[src/sv/fgs_pkg.sv]
// Shared types, constants and lookup tables of the fuzzy gain scheduler.
`timescale 1ns / 1ps

package fgs_pkg;

  localparam int unsigned Rank       = 7;
  localparam int unsigned CentreW    = 9;
  localparam int unsigned CfgW       = Rank * CentreW;
  localparam int unsigned CfgAddrW   = 2;
  localparam int unsigned QueueDepth = 4;
  localparam int unsigned RecipShift = 20;

  localparam logic [2:0] LastIdx = 3'(Rank - 1);

  // Register indexes of the configuration port
  typedef enum logic [CfgAddrW-1:0] {
    CfgPGain = 2'd0,
    CfgDGain = 2'd1,
    CfgSpeed = 2'd2
  } cfg_idx_e;

  localparam logic [CfgW-1:0] PGainReset = 63'd3321135574393637023;
  localparam logic [CfgW-1:0] DGainReset = 63'd2887379123326472288;
  localparam logic [CfgW-1:0] SpeedReset = 63'd6425534729258182464;

  typedef struct packed {
    logic signed [15:0] track_offset;
    logic signed [15:0] offset_change;
  } in_word_t;

  typedef struct packed {
    logic [CentreW-1:0] p_gain;
    logic [CentreW-1:0] d_gain;
    logic [CentreW-1:0] speed_level;
  } out_word_t;

  // Classified word: cell indexes and membership weights of both inputs
  typedef struct packed {
    logic [2:0] pe;
    logic [2:0] pe1;
    logic [2:0] pc;
    logic [2:0] pc1;
    logic [5:0] ea0;
    logic [5:0] ea1;
    logic [4:0] ca0;
    logic [4:0] ca1;
  } class_t;

  typedef struct packed {
    logic full;
    logic empty;
  } q_stat_t;

  typedef struct packed {
    logic [2:0] pc;
    logic [4:0] ca0;
    logic [4:0] ca1;
  } chg_t;

  // Error breakpoints
  localparam logic [7:0] EBp [Rank] = '{8'd0, 8'd23, 8'd49, 8'd80, 8'd111, 8'd148, 8'd195};

  // Rule tables, indexed [change cell][error cell]
  localparam logic [2:0] KpRules [Rank][Rank] = '{
    '{3'd2, 3'd2, 3'd1, 3'd1, 3'd1, 3'd0, 3'd0},
    '{3'd3, 3'd3, 3'd2, 3'd1, 3'd1, 3'd1, 3'd0},
    '{3'd4, 3'd3, 3'd3, 3'd2, 3'd2, 3'd1, 3'd1},
    '{3'd4, 3'd4, 3'd3, 3'd3, 3'd2, 3'd1, 3'd1},
    '{3'd4, 3'd4, 3'd4, 3'd3, 3'd2, 3'd2, 3'd1},
    '{3'd5, 3'd5, 3'd5, 3'd4, 3'd4, 3'd3, 3'd2},
    '{3'd6, 3'd6, 3'd5, 3'd5, 3'd4, 3'd3, 3'd3}
  };

  localparam logic [2:0] KdRules [Rank][Rank] = '{
    '{3'd3, 3'd3, 3'd4, 3'd5, 3'd5, 3'd6, 3'd6},
    '{3'd3, 3'd3, 3'd4, 3'd4, 3'd5, 3'd5, 3'd5},
    '{3'd2, 3'd3, 3'd3, 3'd4, 3'd5, 3'd5, 3'd5},
    '{3'd1, 3'd2, 3'd2, 3'd3, 3'd3, 3'd4, 3'd5},
    '{3'd1, 3'd1, 3'd2, 3'd2, 3'd3, 3'd3, 3'd3},
    '{3'd0, 3'd1, 3'd1, 3'd1, 3'd2, 3'd2, 3'd3},
    '{3'd0, 3'd0, 3'd1, 3'd1, 3'd1, 3'd2, 3'd2}
  };

  localparam logic [2:0] SpeedRow [Rank] = '{3'd3, 3'd4, 3'd5, 3'd5, 3'd2, 3'd1, 3'd1};

  // floor(2^RecipShift / (2 * den)), indexed [error cell][change class]
  // change class: cells 0-1 span 9, cells 2-5 span 18, last cell spans 1
  localparam logic [RecipShift-1:0] RecipTab [Rank][3] = '{
    '{20'd2532,  20'd1266,  20'd22795},
    '{20'd2240,  20'd1120,  20'd20164},
    '{20'd1879,  20'd939,   20'd16912},
    '{20'd1879,  20'd939,   20'd16912},
    '{20'd1574,  20'd787,   20'd14169},
    '{20'd1239,  20'd619,   20'd11155},
    '{20'd58254, 20'd29127, 20'd524288}
  };

  // Change magnitude (clamped to 9) placed on breakpoints 0,0.9,...,9
  // in tenths: cell and the two weights.
  function automatic chg_t chg_locate(logic [3:0] m);
    chg_t r;
    unique case (m)
      4'd0:    r = '{pc: 3'd0, ca0: 5'd9,  ca1: 5'd0};
      4'd1:    r = '{pc: 3'd1, ca0: 5'd8,  ca1: 5'd1};
      4'd2:    r = '{pc: 3'd2, ca0: 5'd16, ca1: 5'd2};
      4'd3:    r = '{pc: 3'd2, ca0: 5'd6,  ca1: 5'd12};
      4'd4:    r = '{pc: 3'd3, ca0: 5'd14, ca1: 5'd4};
      4'd5:    r = '{pc: 3'd3, ca0: 5'd4,  ca1: 5'd14};
      4'd6:    r = '{pc: 3'd4, ca0: 5'd12, ca1: 5'd6};
      4'd7:    r = '{pc: 3'd4, ca0: 5'd2,  ca1: 5'd16};
      4'd8:    r = '{pc: 3'd5, ca0: 5'd10, ca1: 5'd8};
      default: r = '{pc: LastIdx, ca0: 5'd1, ca1: 5'd0};
    endcase
    return r;
  endfunction

  function automatic logic [1:0] chg_class(logic [2:0] pc);
    logic [1:0] cc;
    unique case (pc) inside
      3'd0, 3'd1:             cc = 2'd0;
      3'd2, 3'd3, 3'd4, 3'd5: cc = 2'd1;
      default:                cc = 2'd2;
    endcase
    return cc;
  endfunction

  // Product of the error span and the change span of a cell
  function automatic logic [9:0] den_of(logic [2:0] pe, logic [2:0] pc);
    logic [5:0] de;
    logic [4:0] dc;
    unique case (pe) inside
      3'd0:       de = 6'd23;
      3'd1:       de = 6'd26;
      3'd2, 3'd3: de = 6'd31;
      3'd4:       de = 6'd37;
      3'd5:       de = 6'd47;
      default:    de = 6'd1;
    endcase
    unique case (chg_class(pc))
      2'd0:    dc = 5'd9;
      2'd1:    dc = 5'd18;
      default: dc = 5'd1;
    endcase
    return 10'(de * dc);
  endfunction

  function automatic logic [RecipShift-1:0] recip_of(logic [2:0] pe, logic [2:0] pc);
    return RecipTab[pe][chg_class(pc)];
  endfunction

  function automatic logic [CentreW-1:0] centre_of(logic [CfgW-1:0] r, logic [2:0] c);
    return r[CentreW*c +: CentreW];
  endfunction

endpackage

[src/sv/fgs_queue.sv]
// Short FIFO of classified words between front and back end.
`timescale 1ns / 1ps

module fgs_queue #(
  parameter int unsigned QueueDepth = fgs_pkg::QueueDepth
) (
  input  logic             clk_i,
  input  logic             rst_ni,
  input  logic             push_i,
  input  fgs_pkg::class_t  push_data_i,
  input  logic             pop_i,
  output fgs_pkg::class_t  head_o,
  output fgs_pkg::q_stat_t stat_o
);

  localparam int unsigned PtrW = (QueueDepth > 1) ? $clog2(QueueDepth) : 1;
  localparam int unsigned CntW = $clog2(QueueDepth + 1);
  localparam logic [PtrW-1:0] LastPtr = PtrW'(QueueDepth - 1);

  fgs_pkg::class_t mem_q [QueueDepth];
  logic [PtrW-1:0] wr_ptr_q, wr_ptr_d, rd_ptr_q, rd_ptr_d;
  logic [CntW-1:0] cnt_q, cnt_d;

  always_comb begin
    wr_ptr_d = wr_ptr_q;
    rd_ptr_d = rd_ptr_q;
    cnt_d    = cnt_q;
    if (push_i) begin
      wr_ptr_d = (wr_ptr_q == LastPtr) ? '0 : PtrW'(wr_ptr_q + 1'b1);
    end
    if (pop_i) begin
      rd_ptr_d = (rd_ptr_q == LastPtr) ? '0 : PtrW'(rd_ptr_q + 1'b1);
    end
    if (push_i && !pop_i) begin
      cnt_d = CntW'(cnt_q + 1'b1);
    end else if (pop_i && !push_i) begin
      cnt_d = CntW'(cnt_q - 1'b1);
    end
  end

  always_ff @(posedge clk_i or negedge rst_ni) begin
    if (!rst_ni) begin
      wr_ptr_q <= '0;
      rd_ptr_q <= '0;
      cnt_q    <= '0;
    end else begin
      wr_ptr_q <= wr_ptr_d;
      rd_ptr_q <= rd_ptr_d;
      cnt_q    <= cnt_d;
    end
  end

  always_ff @(posedge clk_i) begin
    if (push_i) begin
      mem_q[wr_ptr_q] <= push_data_i;
    end
  end

  assign head_o       = mem_q[rd_ptr_q];
  assign stat_o.full  = cnt_q == CntW'(QueueDepth);
  assign stat_o.empty = cnt_q == '0;

endmodule

[config.mk]
export PLATFORM = sky130hd
export DESIGN_NAME = fgs_queue
export DESIGN_NICKNAME = d
export VERILOG_FILES = /design/src/sv/fgs_pkg.sv /design/src/sv/fgs_queue.sv
export SDC_FILE = /design/constraint.sdc
export NUM_CORES = 1
export LEC_CHECK = 0
export BUFFER_PORTS_ARGS = -buffer_cell sky130_fd_sc_hd__clkbuf_2
export CORE_ASPECT_RATIO = 0.7
export CORE_MARGIN = 2
export CORE_UTILIZATION = 50
export CTS_BUF_LIST = sky130_fd_sc_hd__clkbuf_4
export CTS_CLUSTER_DIAMETER = 50
export DETAILED_ROUTE_END_ITERATION = 8
export GPL_TIMING_DRIVEN = 0
export PLACE_DENSITY = 0.71
export SLEW_MARGIN = 15
export SYNTH_ARGS = -nofsm -noshare
export SYNTH_HDL_FRONTEND = slang
export SYNTH_SLANG_ARGS = --single-unit
[constraint.sdc]
create_clock -name clk_i -period 4.4 [get_ports clk_i]
set_input_delay 1.1 -clock clk_i [delete_from_list [all_inputs] [get_ports clk_i]]
set_output_delay 1.1 -clock clk_i [all_outputs]
set_load 0.005 [all_outputs]
==> metrics <==
area grow syn2layout=17.5%; Synth Flop Type=edfxtp_1; crit path kind=flip-flop to output port; CTS H-Tree Depth=4; Hold Path Class=input pin to async pin; initial antenna violation count=0; placed cells=424; RSZ-0062 raised after global routing=false; Final min period=between 3000 and 4000 ps; PortBufs=73; Comb power frac=roughly 30%; outcome=finished, final reports clean; Switching Share=27.3%; vias in the first global route=around 2600; Final Cycle Share=69.1%; largest net degree at the start of global routing=29; first-pass GRT wire length=13800 um; syn avg cell area=25.0 um2; full die area=0.0116 mm2; cell area after layout=0.00631 mm2; die span in x=~130 um; Crit path max-delay family=buffers and inverters; fillers=around 770; register area share after synthesis=between 70% and 80%; Total Routing Usage GR=approximately 17%; Non-Filler Instances=456; crit path launch=rd_ptr_q[1]; switching power=0.00106 W; CTS tree=yes; internal power=0.00281 W; Routed WL per cell=roughly 20 um; Detail Route Antenna Nets=0; Hold WS=395 ps; hold bufs inserted after CTS=0; worst path required time=3300 ps; crit path cell chain=buf_2 -> buf_2 -> mux4_2 -> clkbuf_2; count leader, synth=edfxtp_1; diode count=0; root buffer cell=clkbuf_4; postcts setup bufs=0; Post-synth ARST share=4.90%; area post-placement=0.00601 mm2; Gate Count Post-Synth=~220; post-DP HPWL=5760 um; top-area cell type share of the netlist area=76.0%; Hold Vio Cnt, Final=0; CP bufs+invs=3; library cells used by synthesis=19; Die Y=around 90 um; slew margin rel.=67.7%; DP Worst Slack=1890 ps; commonest cells in the netlist=edfxtp_1 (136), mux4_2 (28), dfrtp_1 (7); final net count=approximately 360; Clock Sinks=143; crit path DAT=1940 ps; Fmax=about 330 MHz; slowest cell on the critical path=mux4_2; # DRC=0; Initial Utilization=51.7%; routed via count=around 2500; Clock power frac=23.0%; EDFF count, synth=136; clock buffer count from CTS=17; Slew @ Worst Pin=between 400 and 500 ps; mapped cell area=approximately 0.0054 mm2; Critical Path Start Type=flip-flop; final setup vio count=0; Pwr Density=612 mW/mm2; Net Count, Synth=260; Leak Pwr=2.24 nW; max-cap violations=0; Post-Route WL=~9000 um; IO Count=74; Initial DRT Pass Iterations=4; Worst-path clk slew=120 ps; Core Rows=31; most used cell, CP=buf_2; Crit Path Max Fanout=10; # resized after CTS=0; Slew Limit Fails=0; Detailed Route Iter0 Violations=121; later-pin clock latency in the skew report=520 ps; Final WS setup=1360 ps; area leader, netlist=edfxtp_1; Seq pwr share=47.0%; Crit path largest cell delay=380 ps; GRT Residual Overflow=0; CORE AREA=0.0104 mm2; Clock Skew=12.2 ps; worst r2r src=wr_ptr_q[0]; share of layout cells above drive strength 1=a little under half; Area contributors post-synth=edfxtp_1 (76%), mux4_2 (12%), dfrtp_1 (3.3%), mux4_1 (2.9%), ha_1 (1.4%); drt via density=5.40; Final GP Congestion=0.697; FF+latch count, synth=143; maximum VDD drop=about 410 uV; Clock Path Buffers=2; Sum Neg Setup Slack=0 ps; yosys warns=0; CP Capture Type=output port
-- logic make-up after synthesis --
kind of cell    count (synthesis)  synth area share (%)
fa+ha+maj                       7                  1.77
xor+xnor                        3                 0.489
buf+inv                        12                  1.98
simple gates                   11                  1.05
flops                         143                  79.2
compound gates                  2                 0.186
mux                            37                  15.3
-- routing by layer --
layer	GRT usage [%]	vias to the layer above	wire, um	share of wire (%)
met1	21.5	1268	3960	44
met3	6.46	11	576	6.4
met4	6.32	0	110	1.2
met5	0	-	0	0
met2	25.9	74	4350	48
li1	-	1109	-	-
-- per-stage QoR --
stage	total power [W]	util (%)
after floorplan	0.00257	-
after global placement	0.00297	56.8
after detailed placement	0.00304	57.8
after CTS	0.00393	60.7
after global routing	0.00407	60.7
final	0.00386	60.7
-- power by group through the flow --
stage	Sequential (W)	Clock [W]	Combinational [W]
CTS	0.00182	0.000910	0.00120
finish	0.00181	0.000886	0.00116
floorplan	0.00183	0	0.000737
global placement	0.00185	0	0.00112
detailed placement	0.00185	0	0.00120
global route	0.00184	0.000968	0.00126
-- sequential cells by signal (all words and copies together) (netlist names) --
name / count
mem_q: 136
cnt_q: 3
rd_ptr_q: 2
wr_ptr_q: 2
-- cells in the final DEF (no fill, tap or decap), drive strengths merged --
| cell type | instances |
|---|---|
| o21ai | 2 |
| clkinv | 7 |
| and2 | 4 |
| fa | 1 |
| clkbuf | 91 |
| mux4 | 34 |
| xor2 | 2 |
| dfrtp | 7 |
| nor2 | 3 |
| buf | 12 |
| bufinv | 4 |
| nand2 | 2 |
| ha | 6 |
| inv | 4 |
| xnor2 | 1 |
| clkinvlp | 3 |
| nor3b | 1 |
| edfxtp | 136 |
| nor3 | 1 |
| mux2 | 3 |
-- final cells by class --
cell class	instances	area (um2)	area share, %
sequential	143	4260	67.5
multi-input combinational	60	1010	16.1
timing repair buffer	77	460	7.29
clock inverter	14	173	2.73
tap	132	165	2.62
clock buffer	18	135	2.14
buffer	8	91.3	1.45
inverter	4	15.0	0.238
-- worst paths after layout --
check                                    end  depth (start not counted)  slack [ps]
worst max-delay path              head_o[17]                          4        1360
worst min-delay path                cnt_q[0]                          1         390
worst max register to register  mem_q[2][30]                          4        2720
worst min register to register      cnt_q[2]                          1         500
max in group asynchronous           cnt_q[1]                          1        3820
min in group clk_i                  cnt_q[2]                          1         500
No activity file was read; power rests on OpenSTA's default activity.
