File: src/sv/fgs_pkg.sv
// Shared types, constants and lookup tables of the fuzzy gain scheduler.
`timescale 1ns / 1ps

package fgs_pkg;

  localparam int unsigned Rank       = 7;
  localparam int unsigned CentreW    = 9;
  localparam int unsigned CfgW       = Rank * CentreW;
  localparam int unsigned CfgAddrW   = 2;
  localparam int unsigned QueueDepth = 4;
  localparam int unsigned RecipShift = 20;

  localparam logic [2:0] LastIdx = 3'(Rank - 1);

  // Register indexes of the configuration port
  typedef enum logic [CfgAddrW-1:0] {
    CfgPGain = 2'd0,
    CfgDGain = 2'd1,
    CfgSpeed = 2'd2
  } cfg_idx_e;

  localparam logic [CfgW-1:0] PGainReset = 63'd3321135574393637023;
  localparam logic [CfgW-1:0] DGainReset = 63'd2887379123326472288;
  localparam logic [CfgW-1:0] SpeedReset = 63'd6425534729258182464;

  typedef struct packed {
    logic signed [15:0] track_offset;
    logic signed [15:0] offset_change;
  } in_word_t;

  typedef struct packed {
    logic [CentreW-1:0] p_gain;
    logic [CentreW-1:0] d_gain;
    logic [CentreW-1:0] speed_level;
  } out_word_t;

  // Classified word: cell indexes and membership weights of both inputs
  typedef struct packed {
    logic [2:0] pe;
    logic [2:0] pe1;
    logic [2:0] pc;
    logic [2:0] pc1;
    logic [5:0] ea0;
    logic [5:0] ea1;
    logic [4:0] ca0;
    logic [4:0] ca1;
  } class_t;

  typedef struct packed {
    logic full;
    logic empty;
  } q_stat_t;

  typedef struct packed {
    logic [2:0] pc;
    logic [4:0] ca0;
    logic [4:0] ca1;
  } chg_t;

  // Error breakpoints
  localparam logic [7:0] EBp [Rank] = '{8'd0, 8'd23, 8'd49, 8'd80, 8'd111, 8'd148, 8'd195};

  // Rule tables, indexed [change cell][error cell]
  localparam logic [2:0] KpRules [Rank][Rank] = '{
    '{3'd2, 3'd2, 3'd1, 3'd1, 3'd1, 3'd0, 3'd0},
    '{3'd3, 3'd3, 3'd2, 3'd1, 3'd1, 3'd1, 3'd0},
    '{3'd4, 3'd3, 3'd3, 3'd2, 3'd2, 3'd1, 3'd1},
    '{3'd4, 3'd4, 3'd3, 3'd3, 3'd2, 3'd1, 3'd1},
    '{3'd4, 3'd4, 3'd4, 3'd3, 3'd2, 3'd2, 3'd1},
    '{3'd5, 3'd5, 3'd5, 3'd4, 3'd4, 3'd3, 3'd2},
    '{3'd6, 3'd6, 3'd5, 3'd5, 3'd4, 3'd3, 3'd3}
  };

  localparam logic [2:0] KdRules [Rank][Rank] = '{
    '{3'd3, 3'd3, 3'd4, 3'd5, 3'd5, 3'd6, 3'd6},
    '{3'd3, 3'd3, 3'd4, 3'd4, 3'd5, 3'd5, 3'd5},
    '{3'd2, 3'd3, 3'd3, 3'd4, 3'd5, 3'd5, 3'd5},
    '{3'd1, 3'd2, 3'd2, 3'd3, 3'd3, 3'd4, 3'd5},
    '{3'd1, 3'd1, 3'd2, 3'd2, 3'd3, 3'd3, 3'd3},
    '{3'd0, 3'd1, 3'd1, 3'd1, 3'd2, 3'd2, 3'd3},
    '{3'd0, 3'd0, 3'd1, 3'd1, 3'd1, 3'd2, 3'd2}
  };

  localparam logic [2:0] SpeedRow [Rank] = '{3'd3, 3'd4, 3'd5, 3'd5, 3'd2, 3'd1, 3'd1};

  // floor(2^RecipShift / (2 * den)), indexed [error cell][change class]
  // change class: cells 0-1 span 9, cells 2-5 span 18, last cell spans 1
  localparam logic [RecipShift-1:0] RecipTab [Rank][3] = '{
    '{20'd2532,  20'd1266,  20'd22795},
    '{20'd2240,  20'd1120,  20'd20164},
    '{20'd1879,  20'd939,   20'd16912},
    '{20'd1879,  20'd939,   20'd16912},
    '{20'd1574,  20'd787,   20'd14169},
    '{20'd1239,  20'd619,   20'd11155},
    '{20'd58254, 20'd29127, 20'd524288}
  };

  // Change magnitude (clamped to 9) placed on breakpoints 0,0.9,...,9
  // in tenths: cell and the two weights.
  function automatic chg_t chg_locate(logic [3:0] m);
    chg_t r;
    unique case (m)
      4'd0:    r = '{pc: 3'd0, ca0: 5'd9,  ca1: 5'd0};
      4'd1:    r = '{pc: 3'd1, ca0: 5'd8,  ca1: 5'd1};
      4'd2:    r = '{pc: 3'd2, ca0: 5'd16, ca1: 5'd2};
      4'd3:    r = '{pc: 3'd2, ca0: 5'd6,  ca1: 5'd12};
      4'd4:    r = '{pc: 3'd3, ca0: 5'd14, ca1: 5'd4};
      4'd5:    r = '{pc: 3'd3, ca0: 5'd4,  ca1: 5'd14};
      4'd6:    r = '{pc: 3'd4, ca0: 5'd12, ca1: 5'd6};
      4'd7:    r = '{pc: 3'd4, ca0: 5'd2,  ca1: 5'd16};
      4'd8:    r = '{pc: 3'd5, ca0: 5'd10, ca1: 5'd8};
      default: r = '{pc: LastIdx, ca0: 5'd1, ca1: 5'd0};
    endcase
    return r;
  endfunction

  function automatic logic [1:0] chg_class(logic [2:0] pc);
    logic [1:0] cc;
    unique case (pc) inside
      3'd0, 3'd1:             cc = 2'd0;
      3'd2, 3'd3, 3'd4, 3'd5: cc = 2'd1;
      default:                cc = 2'd2;
    endcase
    return cc;
  endfunction

  // Product of the error span and the change span of a cell
  function automatic logic [9:0] den_of(logic [2:0] pe, logic [2:0] pc);
    logic [5:0] de;
    logic [4:0] dc;
    unique case (pe) inside
      3'd0:       de = 6'd23;
      3'd1:       de = 6'd26;
      3'd2, 3'd3: de = 6'd31;
      3'd4:       de = 6'd37;
      3'd5:       de = 6'd47;
      default:    de = 6'd1;
    endcase
    unique case (chg_class(pc))
      2'd0:    dc = 5'd9;
      2'd1:    dc = 5'd18;
      default: dc = 5'd1;
    endcase
    return 10'(de * dc);
  endfunction

  function automatic logic [RecipShift-1:0] recip_of(logic [2:0] pe, logic [2:0] pc);
    return RecipTab[pe][chg_class(pc)];
  endfunction

  function automatic logic [CentreW-1:0] centre_of(logic [CfgW-1:0] r, logic [2:0] c);
    return r[CentreW*c +: CentreW];
  endfunction

endpackage

File: src/sv/fgs_front.sv
// Front end: magnitudes, breakpoint search and membership weights.
`timescale 1ns / 1ps

module fgs_front (
  input  logic              clk_i,
  input  logic              rst_ni,
  input  logic              in_valid_i,
  output logic              in_stall_o,
  input  fgs_pkg::in_word_t in_data_i,
  input  fgs_pkg::q_stat_t  q_stat_i,
  output logic              push_o,
  output fgs_pkg::class_t   cls_o
);

  logic                      f_valid_q, f_valid_d;
  fgs_pkg::class_t           cls_q, cls_d;
  logic                      f_en;
  logic [16:0]               fe, fec;
  logic [fgs_pkg::Rank-2:0]  ge;
  logic [2:0]                pe, pe1;
  logic [3:0]                mc;
  fgs_pkg::chg_t             ch;

  function automatic logic [16:0] mag17(logic signed [15:0] x);
    logic [16:0] v;
    v = {1'b0, x};
    return x[15] ? 17'h10000 - v : v;
  endfunction

  always_comb begin
    fe  = mag17(in_data_i.track_offset);
    fec = mag17(in_data_i.offset_change);
    for (int j = 1; j < fgs_pkg::Rank; j++) begin
      ge[j-1] = fe >= 17'(fgs_pkg::EBp[j]);
    end
    pe  = 3'($countones(ge));
    pe1 = (pe == fgs_pkg::LastIdx) ? pe : 3'(pe + 3'd1);
    mc  = (fec >= 17'd9) ? 4'd9 : fec[3:0];
    ch  = fgs_pkg::chg_locate(mc);

    cls_d.pe  = pe;
    cls_d.pe1 = pe1;
    cls_d.pc  = ch.pc;
    cls_d.pc1 = (ch.pc == fgs_pkg::LastIdx) ? ch.pc : 3'(ch.pc + 3'd1);
    cls_d.ca0 = ch.ca0;
    cls_d.ca1 = ch.ca1;
    if (pe == fgs_pkg::LastIdx) begin
      cls_d.ea0 = 6'd1;
      cls_d.ea1 = 6'd0;
    end else begin
      cls_d.ea0 = 6'(fgs_pkg::EBp[pe1] - fe[7:0]);
      cls_d.ea1 = 6'(fe[7:0] - fgs_pkg::EBp[pe]);
    end
  end

  assign push_o     = f_valid_q && !q_stat_i.full;
  assign f_en       = !f_valid_q || !q_stat_i.full;
  assign in_stall_o = !f_en;
  assign f_valid_d  = f_en ? in_valid_i : f_valid_q;
  assign cls_o      = cls_q;

  always_ff @(posedge clk_i or negedge rst_ni) begin
    if (!rst_ni) begin
      f_valid_q <= 1'b0;
    end else begin
      f_valid_q <= f_valid_d;
    end
  end

  always_ff @(posedge clk_i) begin
    if (f_en && in_valid_i) begin
      cls_q <= cls_d;
    end
  end

endmodule

File: config.mk
export PLATFORM = sky130hd
export DESIGN_NAME = fgs_front
export DESIGN_NICKNAME = d
export VERILOG_FILES = /design/src/sv/fgs_pkg.sv /design/src/sv/fgs_front.sv
export SDC_FILE = /design/constraint.sdc
export NUM_CORES = 1
export LEC_CHECK = 0
export BUFFER_PORTS_ARGS = -buffer_cell sky130_fd_sc_hd__buf_4
export CAP_MARGIN = 20
export CORE_UTILIZATION = 49
export CTS_CLUSTER_DIAMETER = 40
export DETAILED_ROUTE_END_ITERATION = 10
export GPL_TIMING_DRIVEN = 0
export PLACE_DENSITY = 0.73
export SETUP_SLACK_MARGIN = 0.4
export SLEW_MARGIN = 20
export SYNTH_ARGS = -nofsm -noshare
export SYNTH_HDL_FRONTEND = slang
export SYNTH_SLANG_ARGS = --single-unit
File: constraint.sdc
create_clock -name clk_i -period 2.3 [get_ports clk_i]
set_input_delay 0.115 -clock clk_i [delete_from_list [all_inputs] [get_ports clk_i]]
set_output_delay 0.115 -clock clk_i [all_outputs]
set_load 0.05 [all_outputs]
==> results of run 1 <==
==> flip-flops by register name, summed over array words and instances, names as in the netlist <==
name	flops
cls_o	33
f_valid_q	1
==> through the flow <==
| step | setup WS [ps] | instances | utilization [%] | total power [µW] |
|---|---|---|---|---|
| 2_1_floorplan | -3400 | 317 | - | 1110 |
| 3_3_place_gp | -3890 | 461 | 67.0 | 1270 |
| 3_5_place_dp | -4000 | 461 | 67.0 | 1290 |
| 4_1_cts | -3300 | 521 | 81.8 | 1890 |
| 5_1_grt | -3840 | 558 | 93.0 | 2170 |
| 6_report | -3660 | 558 | 93.0 | 2110 |
==> power groups by stage <==
stage / clock network (µW) / registers (µW) / logic, µW
CTS: 468 / 712 / 705
detailed placement: 0 / 726 / 560
global placement: 0 / 724 / 546
floorplan: 0 / 804 / 306
global route: 503 / 716 / 948
finish: 480 / 714 / 920
==> worst register-to-register path: cells and delay by family (launching register included) <==
kind	cells	cell delay, ps
AND/OR/NAND/NOR	2	970
flip-flops	1	380
==> metal layers <==
| layer | up-vias | global-route usage, % |
|---|---|---|
| met2 | 313 | 51.7 |
| met5 | - | 0 |
| li1 | 1469 | - |
| met4 | 0 | 13.4 |
| met1 | 1667 | 35.3 |
| met3 | 75 | 3.82 |
==> Yosys cell counts, types with 3 or more instances <==
cell | instances | area [µm²]
a31oi_1 | 8 | 50.1
edfxtp_1 | 33 | 991
xnor2_1 | 13 | 114
mux2_2 | 4 | 45.0
and3_1 | 3 | 18.8
mux2i_1 | 7 | 70.1
or3_1 | 4 | 25.0
a21oi_1 | 16 | 80.1
o21ai_0 | 8 | 40.0
fa_1 | 6 | 120
and2_1 | 6 | 37.5
o21ai_1 | 4 | 20.0
nor3_1 | 8 | 40.0
nand3_1 | 5 | 25.0
or2_1 | 3 | 18.8
inv_1 | 29 | 109
xor2_1 | 9 | 78.8
nand2b_1 | 7 | 43.8
ha_1 | 30 | 375
nor4_1 | 5 | 31.3
o31ai_1 | 4 | 30.0
and4_1 | 3 | 26.3
nand2_1 | 27 | 101
a21o_1 | 7 | 52.6
nor2b_1 | 7 | 43.8
nor2_1 | 23 | 86.3
clkbuf_1 | 4 | 15.0
==> final cells by class <==
type	instances	area share, %
Timing Repair Buffer	158	25.6
Inverter	29	2.85
Multi-Input combinational cell	246	48.4
Tap cell	75	1.69
Sequential cell	34	18.3
Clock inverter	2	0.226
Clock buffer	6	1.49
Buffer	8	1.40
==> final timing paths <==
check	startpoint	to	depth (start not counted)
max in group asynchronous	rst_ni	f_valid_q$_DFFE_PN0N_	2
min in group asynchronous	rst_ni	f_valid_q$_DFFE_PN0N_	2
min	in_valid_i	f_valid_q$_DFFE_PN0N_	2
min reg2reg	f_valid_q$_DFFE_PN0N_	f_valid_q$_DFFE_PN0N_	2
max	in_data_i[16]	cls_o[20]$_SDFFCE_PP0P_	29
max reg2reg	f_valid_q$_DFFE_PN0N_	cls_o[32]$_DFFE_PP_	2
==> cell families (layout without fill, tap and decap cells) <==
kind of cell | after synthesis | after routing
buf+inv | 37 | 203
simple gates | 113 | 113
fa+ha+maj | 36 | 36
flops | 34 | 34
xor+xnor | 22 | 22
mux | 12 | 12
compound gates | 63 | 63
==> what timing repair did <==
action | 4_1_cts | 5_1_grt
hold buffers | 1 | 0
hold endpoints to repair | 1 | 0
cloned | 0 | 1
setup buffers | 51 | 36
pin swaps | 33 | 52
endpoints found under the setup margin | 33 | 33
resized for setup | 83 | 80
==> results.toml, run 1 <==
[detailed_routing]
routed.top_layer = "met4"
wl_met3_mm = 1.17
first_pass_iters = 5
drc = 0
dr_wl_met2_mm = 6.57
drt_iter0_markers = 280
post_drt_wl_per_cell_um = 23.7
via_per_inst = 6.32
vias = 3524
ant_nets = 0
wl_met1_mm = 4.72
routed_wl_mm = 13.2

[synthesis]
synth_seq_area_share_pct = 33.3
ys_ff_latch = 34
synth_edf_count = 33
ys_types = 56
synth_nets = 390
synth-adder-area-share_pct = 16.2
synth-xor-area-share_pct = 6.31
yosysWarnings = 0
synth_top_family_by_area = "simple AND/OR/NAND/NOR gates"
avgSynthCellArea_um2 = 9.63
synth_compound_area_share_pct = 14.6
syn_inst = 317
yosys.area_share.simple_pct = 20.5
postSynth.asyncResetShare_pct = 2.94
synth_area_um2 = 3050
synth.area.mux_share_pct = 4.14
synthFlopType = "edfxtp_1"

[placement]
dpl_cell_area_um2 = 3990
hpwl_mm = 5.26
place_congestion = 0.815
port_buffers = 69

[die]
coreArea_um2 = 5960
initial_core_util_pct = 51.2
rows = 28
io_pins = 73
die_area_um2 = 6550
die_y_um = 80.9
die_w_um = 80.9

[worst_hold_path]
min-delay-path-class = "in -> reg"

[job]
drv_cap = 0

[global_route]
grt_pass1_wl_mm = 14.5
grt_max_degree = 34
grt_pass1_vias = 2982
antenna_found_initial = 0
grt_use_total_pct = 29.3
overflow = 0

[setup_path]
slowest_stage = "fa_1"
critPathBufInv = 8
crit_required_ps = 2340
end_kind = "flop"
reg2reg_slack_ps = 570
path_delay_family = "adder cells"
max_stage_delay_ps = 610
worst_setup_path_start_kind = "input port"
critical_path_class = "in -> reg"
arrival_ps = 6010
path_max_fanout = 6

[clock_network]
cts.path.max_buffers = 2
cts_made_buffers = 5
clk_latency_ps = 300
clock_sinks = 34
cts-root-buf = "clkbuf_8"
path_clk_slew_ps = 70
cts_tree = "built"
cts.htree.levels = 2

[sta]
tightest_slew_ps = 1120
max_slew_margin_pct = 24.5
period_needed_ps = 5960
max_freq_mhz = 168
setup_tns_ps = -55650
maxSlewViolCount = 0
hold_violations = 0
finalCritPeriodShare_pct = 259
setup_ws_ps = -3660
finClkSkew_ps = 4.02
setup_viol = 33
hold_ws_ps = 36.1
rsz0062_at_grt = "yes"

[power]
p_switching_uw = 766
p_int_uw = 1350
pwr-share-comb_pct = 43.5
p_sw_share_pct = 36.2
leakagePower_uw = 0.00229
seqPwrFrac_pct = 33.8
ir_drop_mv = 0.483
clockPowerShare_pct = 22.7
p_per_area_nw_per_um2 = 382

[cells_and_area]
nNetsFinal = 555
fillers = 176
drive_above_1_share_pct = 62.1
multiInputGateArea_um2 = 2680
n_antenna_cell = 0
layout_commonest_cell = "buf_4"
final_cell_mix = "buf_4, buf_6, edfxtp_1, ha_4"
design_area_um2 = 5540
syn_to_final_growth_pct = 81.5
seq_area_um2 = 1020

[status]
outcome = "finished with violations"
failed_checks = "setup timing"
Note: power is estimated with default switching activity, not from simulation.
==> inputs of run 2 (changes only) <==
Settings changed: CORE_UTILIZATION 49 to 55, PLACE_DENSITY 0.73 to 0.78.
Clock period 2.3 ns to 5.9 ns, I/O delays scaled along.
==> results.toml, run 2 (same netlist as run 1, synthesis figures left out) <==
[placement]
pre_cts_ws_ps = -566
port_buffers = 69
hpwl_mm = 5.36
place_congestion = 0.902

[detailed_routing]
first_pass_iters = 4
ant_nets = 0
post_drt_wl_per_cell_um = 16.3
via_per_inst = 5.70
drc = 0
drt_iter0_markers = 114
routed_wl_mm = 7.93
vias = 2782

[worst_hold_path]
worstHoldStart = "in_valid_i"
min-delay-path-class = "in -> reg"

[sta]
setup_ws_ps = -13.0
maxSlewViolCount = 0
finalCritPeriodShare_pct = 100
period_needed_ps = 5910
max_slew_margin_pct = 63.2
tightest_slew_ps = 553
hold_ws_ps = 222
max_freq_mhz = 169
rsz0062_at_grt = "yes"
setup_viol = 1
finClkSkew_ps = 12.0
hold_violations = 0

[clock_network]
cts-root-buf = "clkbuf_8"
cts_made_buffers = 5
path_clk_slew_ps = 60
cts_tree = "built"
clock_sinks = 34
cts.path.max_buffers = 2
clk_latency_ps = 300
cts.htree.levels = 2

[die]
die_w_um = 76.5
die_area_um2 = 5850
io_pins = 73
die_y_um = 76.5
initial_core_util_pct = 58.3
rows = 26
coreArea_um2 = 5240

[status]
outcome = "finished with violations"
failed_checks = "setup timing"

[setup_path]
path_delay_family = "adder cells"
slowest_stage = "fa_2"
critical_path_class = "in -> reg"
startpoint = "in_data_i[16]"
r2r-start = "f_valid_q$_DFFE_PN0N_"
max_stage_delay_ps = 460
end_kind = "flop"
critPathBufInv = 6
reg2reg_slack_ps = 4400
crit_required_ps = 5920
arrival_ps = 5930
path_max_fanout = 6
worst_setup_path_start_kind = "input port"

[power]
seqPwrFrac_pct = 39.8
ir_drop_mv = 0.115
p_sw_share_pct = 34.4
p_int_uw = 457
leakagePower_uw = 0.00177
clockPowerShare_pct = 24.5
p_per_area_nw_per_um2 = 165
pwr-share-comb_pct = 35.7
p_switching_uw = 240

[global_route]
grt_use_total_pct = 25.6
grt_pass1_vias = 2654
antenna_found_initial = 0
overflow = 0
grt_max_degree = 23
grt_pass1_wl_mm = 12.1

[cells_and_area]
fin_util_pct = 80.7
n_antenna_cell = 0
syn_to_final_growth_pct = 38.5
layout_commonest_cell = "buf_4"
final_cell_mix = "buf_4, edfxtp_1, nand2_1, inv_1"
nNetsFinal = 490
drive_above_1_share_pct = 38.8
largest_register_ffs = 33

[job]
drv_cap = 0
-- run 2: per-layer routing --
metal | share of wire, % | global-route usage [%] | up-vias
met4 | 2.3 | 9.62 | 0
met3 | 4.1 | 3.11 | 19
li1 | - | - | 1349
met2 | 52 | 45.3 | 91
met5 | 0 | 0 | -
met1 | 42 | 31.6 | 1323
-- run 2: area by class of cell --
| cell class | instances | area, µm² |
|---|---|---|
| inverters | 29 | 111 |
| clock inverters | 3 | 16.3 |
| repair buffers | 93 | 739 |
| plain buffers | 8 | 46.3 |
| well taps | 70 | 87.6 |
| clock buffers | 5 | 68.8 |
| fillers | 326 | 1010 |
| multi-input cells | 246 | 2140 |
| flip-flops and latches | 34 | 1020 |
-- run 2: power by group through the flow --
stage / registers (µW) / logic [µW] / clock network (µW)
floorplan: 314 / 111 / 0
global placement: 283 / 201 / 0
detailed placement: 283 / 212 / 0
CTS: 278 / 226 / 169
global route: 279 / 268 / 180
finish: 278 / 249 / 170
-- run 2: repair_timing --
action | in CTS | in global routing
setup buffers | 13 | 9
hold endpoints to repair | 1 | 0
pin swaps | 20 | 14
endpoints found under the setup margin | 6 | 7
hold buffers | 1 | 0
gates resized for setup | 17 | 25
-- run 2: per-stage QoR --
| stage | power, µW | std cells | TNS (ps) | area (µm²) |
|---|---|---|---|---|
| after global routing | 726 | 488 | -487 | 4230 |
| final | 697 | 488 | -13.0 | 4230 |
| after CTS | 673 | 479 | 0 | 4080 |
| after floorplan | 425 | 317 | 0 | 3150 |
| after global placement | 485 | 456 | -1570 | 3750 |
| after detailed placement | 495 | 457 | -2300 | 3790 |
-- run 2: worst reg2reg max path, delay by kind of cell, from the launching register on --
family	cells	cell delay, ps
and+or+nand+nor	2	600
DFF	1	380
buffers and inverters	1	230
-- run 2: worst paths after layout --
kind,end,depth (start not counted)
worst min register to register,f_valid_q$_DFFE_PN0N_,2
min in group asynchronous,f_valid_q$_DFFE_PN0N_,2
max in group asynchronous,f_valid_q$_DFFE_PN0N_,2
worst max-delay path,cls_o[21]$_SDFFCE_PP0P_,28
worst max register to register,cls_o[3]$_DFFE_PP_,3
worst min-delay path,f_valid_q$_DFFE_PN0N_,2
==> inputs of run 3 (changes only) <==
Settings changed: SETUP_SLACK_MARGIN 0.4 to 0.5.
==> results.toml, run 3 (same netlist as run 1, synthesis figures left out) <==
[die]
initial_core_util_pct = 58.3
coreArea_um2 = 5240
die_w_um = 76.5
die_area_um2 = 5850
die_y_um = 76.5
io_pins = 73
rows = 26

[cells_and_area]
multiInputGateArea_um2 = 2170
seq_area_um2 = 1020
n_antenna_cell = 0
final_cell_mix = "buf_4, edfxtp_1, nand2_1, ha_1, inv_1"
syn_to_final_growth_pct = 40.3
layout_commonest_cell = "buf_4"
instances_no_fill = 490
nNetsFinal = 492
drive_above_1_share_pct = 40.5
fillers = 305
largest_register_ffs = 33

[worst_hold_path]
worstHoldStart = "in_valid_i"
hold_end = "f_valid_q$_DFFE_PN0N_"
holdPathStages = 2
min-delay-path-class = "in -> reg"

[sta]
maxSlewViolCount = 0
rsz0062_at_grt = "yes"
period_needed_ps = 5810
max_freq_mhz = 172
finalCritPeriodShare_pct = 98.5
hold_ws_ps = 224
max_slew_margin_pct = 65.5
finClkSkew_ps = 11.8
setup_viol = 0
tightest_slew_ps = 513
hold_violations = 0
setup_tns_ps = 0

[power]
p_per_area_nw_per_um2 = 165
finalPower_uw = 707
ir_drop_mv = 0.0966
leakagePower_uw = 0.00181

[placement]
place_congestion = 0.904
place_inst = 457
port_buffers = 69
hpwl_mm = 5.06

[setup_path]
r2r_cells = 3
end_kind = "flop"
rr_endpoint = "cls_o[7]$_SDFFCE_PN0P_"
arrival_ps = 5830
critical_path_class = "in -> reg"
worst_setup_path_start_kind = "input port"
crit_required_ps = 5920
startpoint = "in_data_i[18]"
r2r-start = "f_valid_q$_DFFE_PN0N_"
reg2reg_slack_ps = 4420
path_max_fanout = 4

[detailed_routing]
drc = 0
first_pass_iters = 4
ant_nets = 0
routed_wl_mm = 7.60
post_drt_wl_per_cell_um = 15.5
drt_iter0_markers = 214
vias = 2857
via_per_inst = 5.83

[global_route]
grt_pass1_vias = 2687
met2_usage_pct = 46.7
grt_use_total_pct = 26.6
grt_pass1_wl_mm = 12.5
grt-busiest-layer = "met2"
antenna_found_initial = 0
met3_usage_pct = 2.87
overflow = 0
grt_max_degree = 23
use_met1_pct = 33.6

[clock_network]
cts_tree = "built"
cts.path.max_buffers = 2
path_clk_slew_ps = 70
cts.htree.levels = 2
clock_sinks = 34
cts_made_buffers = 5
cts-root-buf = "clkbuf_8"
clk_latency_ps = 300

[status]
outcome = "completed"

[job]
drv_cap = 0
## run 3: changes by cell type in the layout (fill, tap and decap cells not counted), sizes merged
| cell | before | now |
|---|---|---|
| buf | 96 | 98 |
## run 3: worst max path at each step
stage / to
3_5_place_dp: cls_o[20]$_SDFFCE_PP0P_
4_1_cts: cls_o[20]$_SDFFCE_PP0P_
5_1_grt: cls_o[21]$_SDFFCE_PP0P_
2_1_floorplan: cls_o[20]$_SDFFCE_PP0P_
3_3_place_gp: cls_o[20]$_SDFFCE_PP0P_
6_report: cls_o[21]$_SDFFCE_PP0P_
## run 3: area by class of cell
| cell class | instances | share of cell area [%] |
|---|---|---|
| timing repair buffer | 95 | 17.9 |
| tap | 70 | 2.04 |
| clock inverter | 3 | 0.380 |
| multi-input combinational | 246 | 50.7 |
| clock buffer | 5 | 1.61 |
| inverter | 29 | 2.60 |
| buffer | 8 | 1.08 |
| sequential | 34 | 23.7 |
## run 3: power by group
group	total, µW	leakage, µW	switching (µW)	internal, µW
clock network	172	0.0000416	91.0	80.7
logic	258	0.00146	149	108
registers	277	0.000315	2.63	275
## run 3: worst max-delay path: stages
cell and delay (ps):
buf_8 90, or3_4 400, nand2b_4 160, nor4_2 130, o2111ai_1 170, a221oi_2 370
nand2_2 170, a21oi_2 160, fa_1 450, inv_2 80, fa_1 420, ha_2 210
inv_2 50, fa_2 460, buf_4 160, buf_6 110, buf_4 150, fa_2 620
ha_1 240, a21o_1 180, a21o_1 190, a21o_1 200, a21oi_2 150, xnor2_1 160
nor2_1 70
## run 3: repair_timing
action                                  CTS  global route
pin swaps                                25            22
setup buffers                            16             8
hold buffers                              1             0
endpoints found under the hold margin     1             0
endpoints found under the setup margin    8             9
resized for setup                        24            29
## run 3: routing by layer
| layer | share of wire, % | vias up |
|---|---|---|
| met5 | 0 | - |
| met3 | 4.8 | 31 |
| li1 | - | 1348 |
| met2 | 50 | 131 |
| met1 | 43 | 1347 |
| met4 | 2.8 | 0 |
## run 3: metrics by stage
stage / setup WS [ps] / util (%) / area, µm²
6_report: 90.3 / 81.8 / 4280
5_1_grt: -124 / 81.8 / 4280
4_1_cts: 117 / 78.6 / 4120
3_5_place_dp: -550 / 72.4 / 3790
3_3_place_gp: -456 / 71.7 / 3750
2_1_floorplan: 9.14 / - / 3150
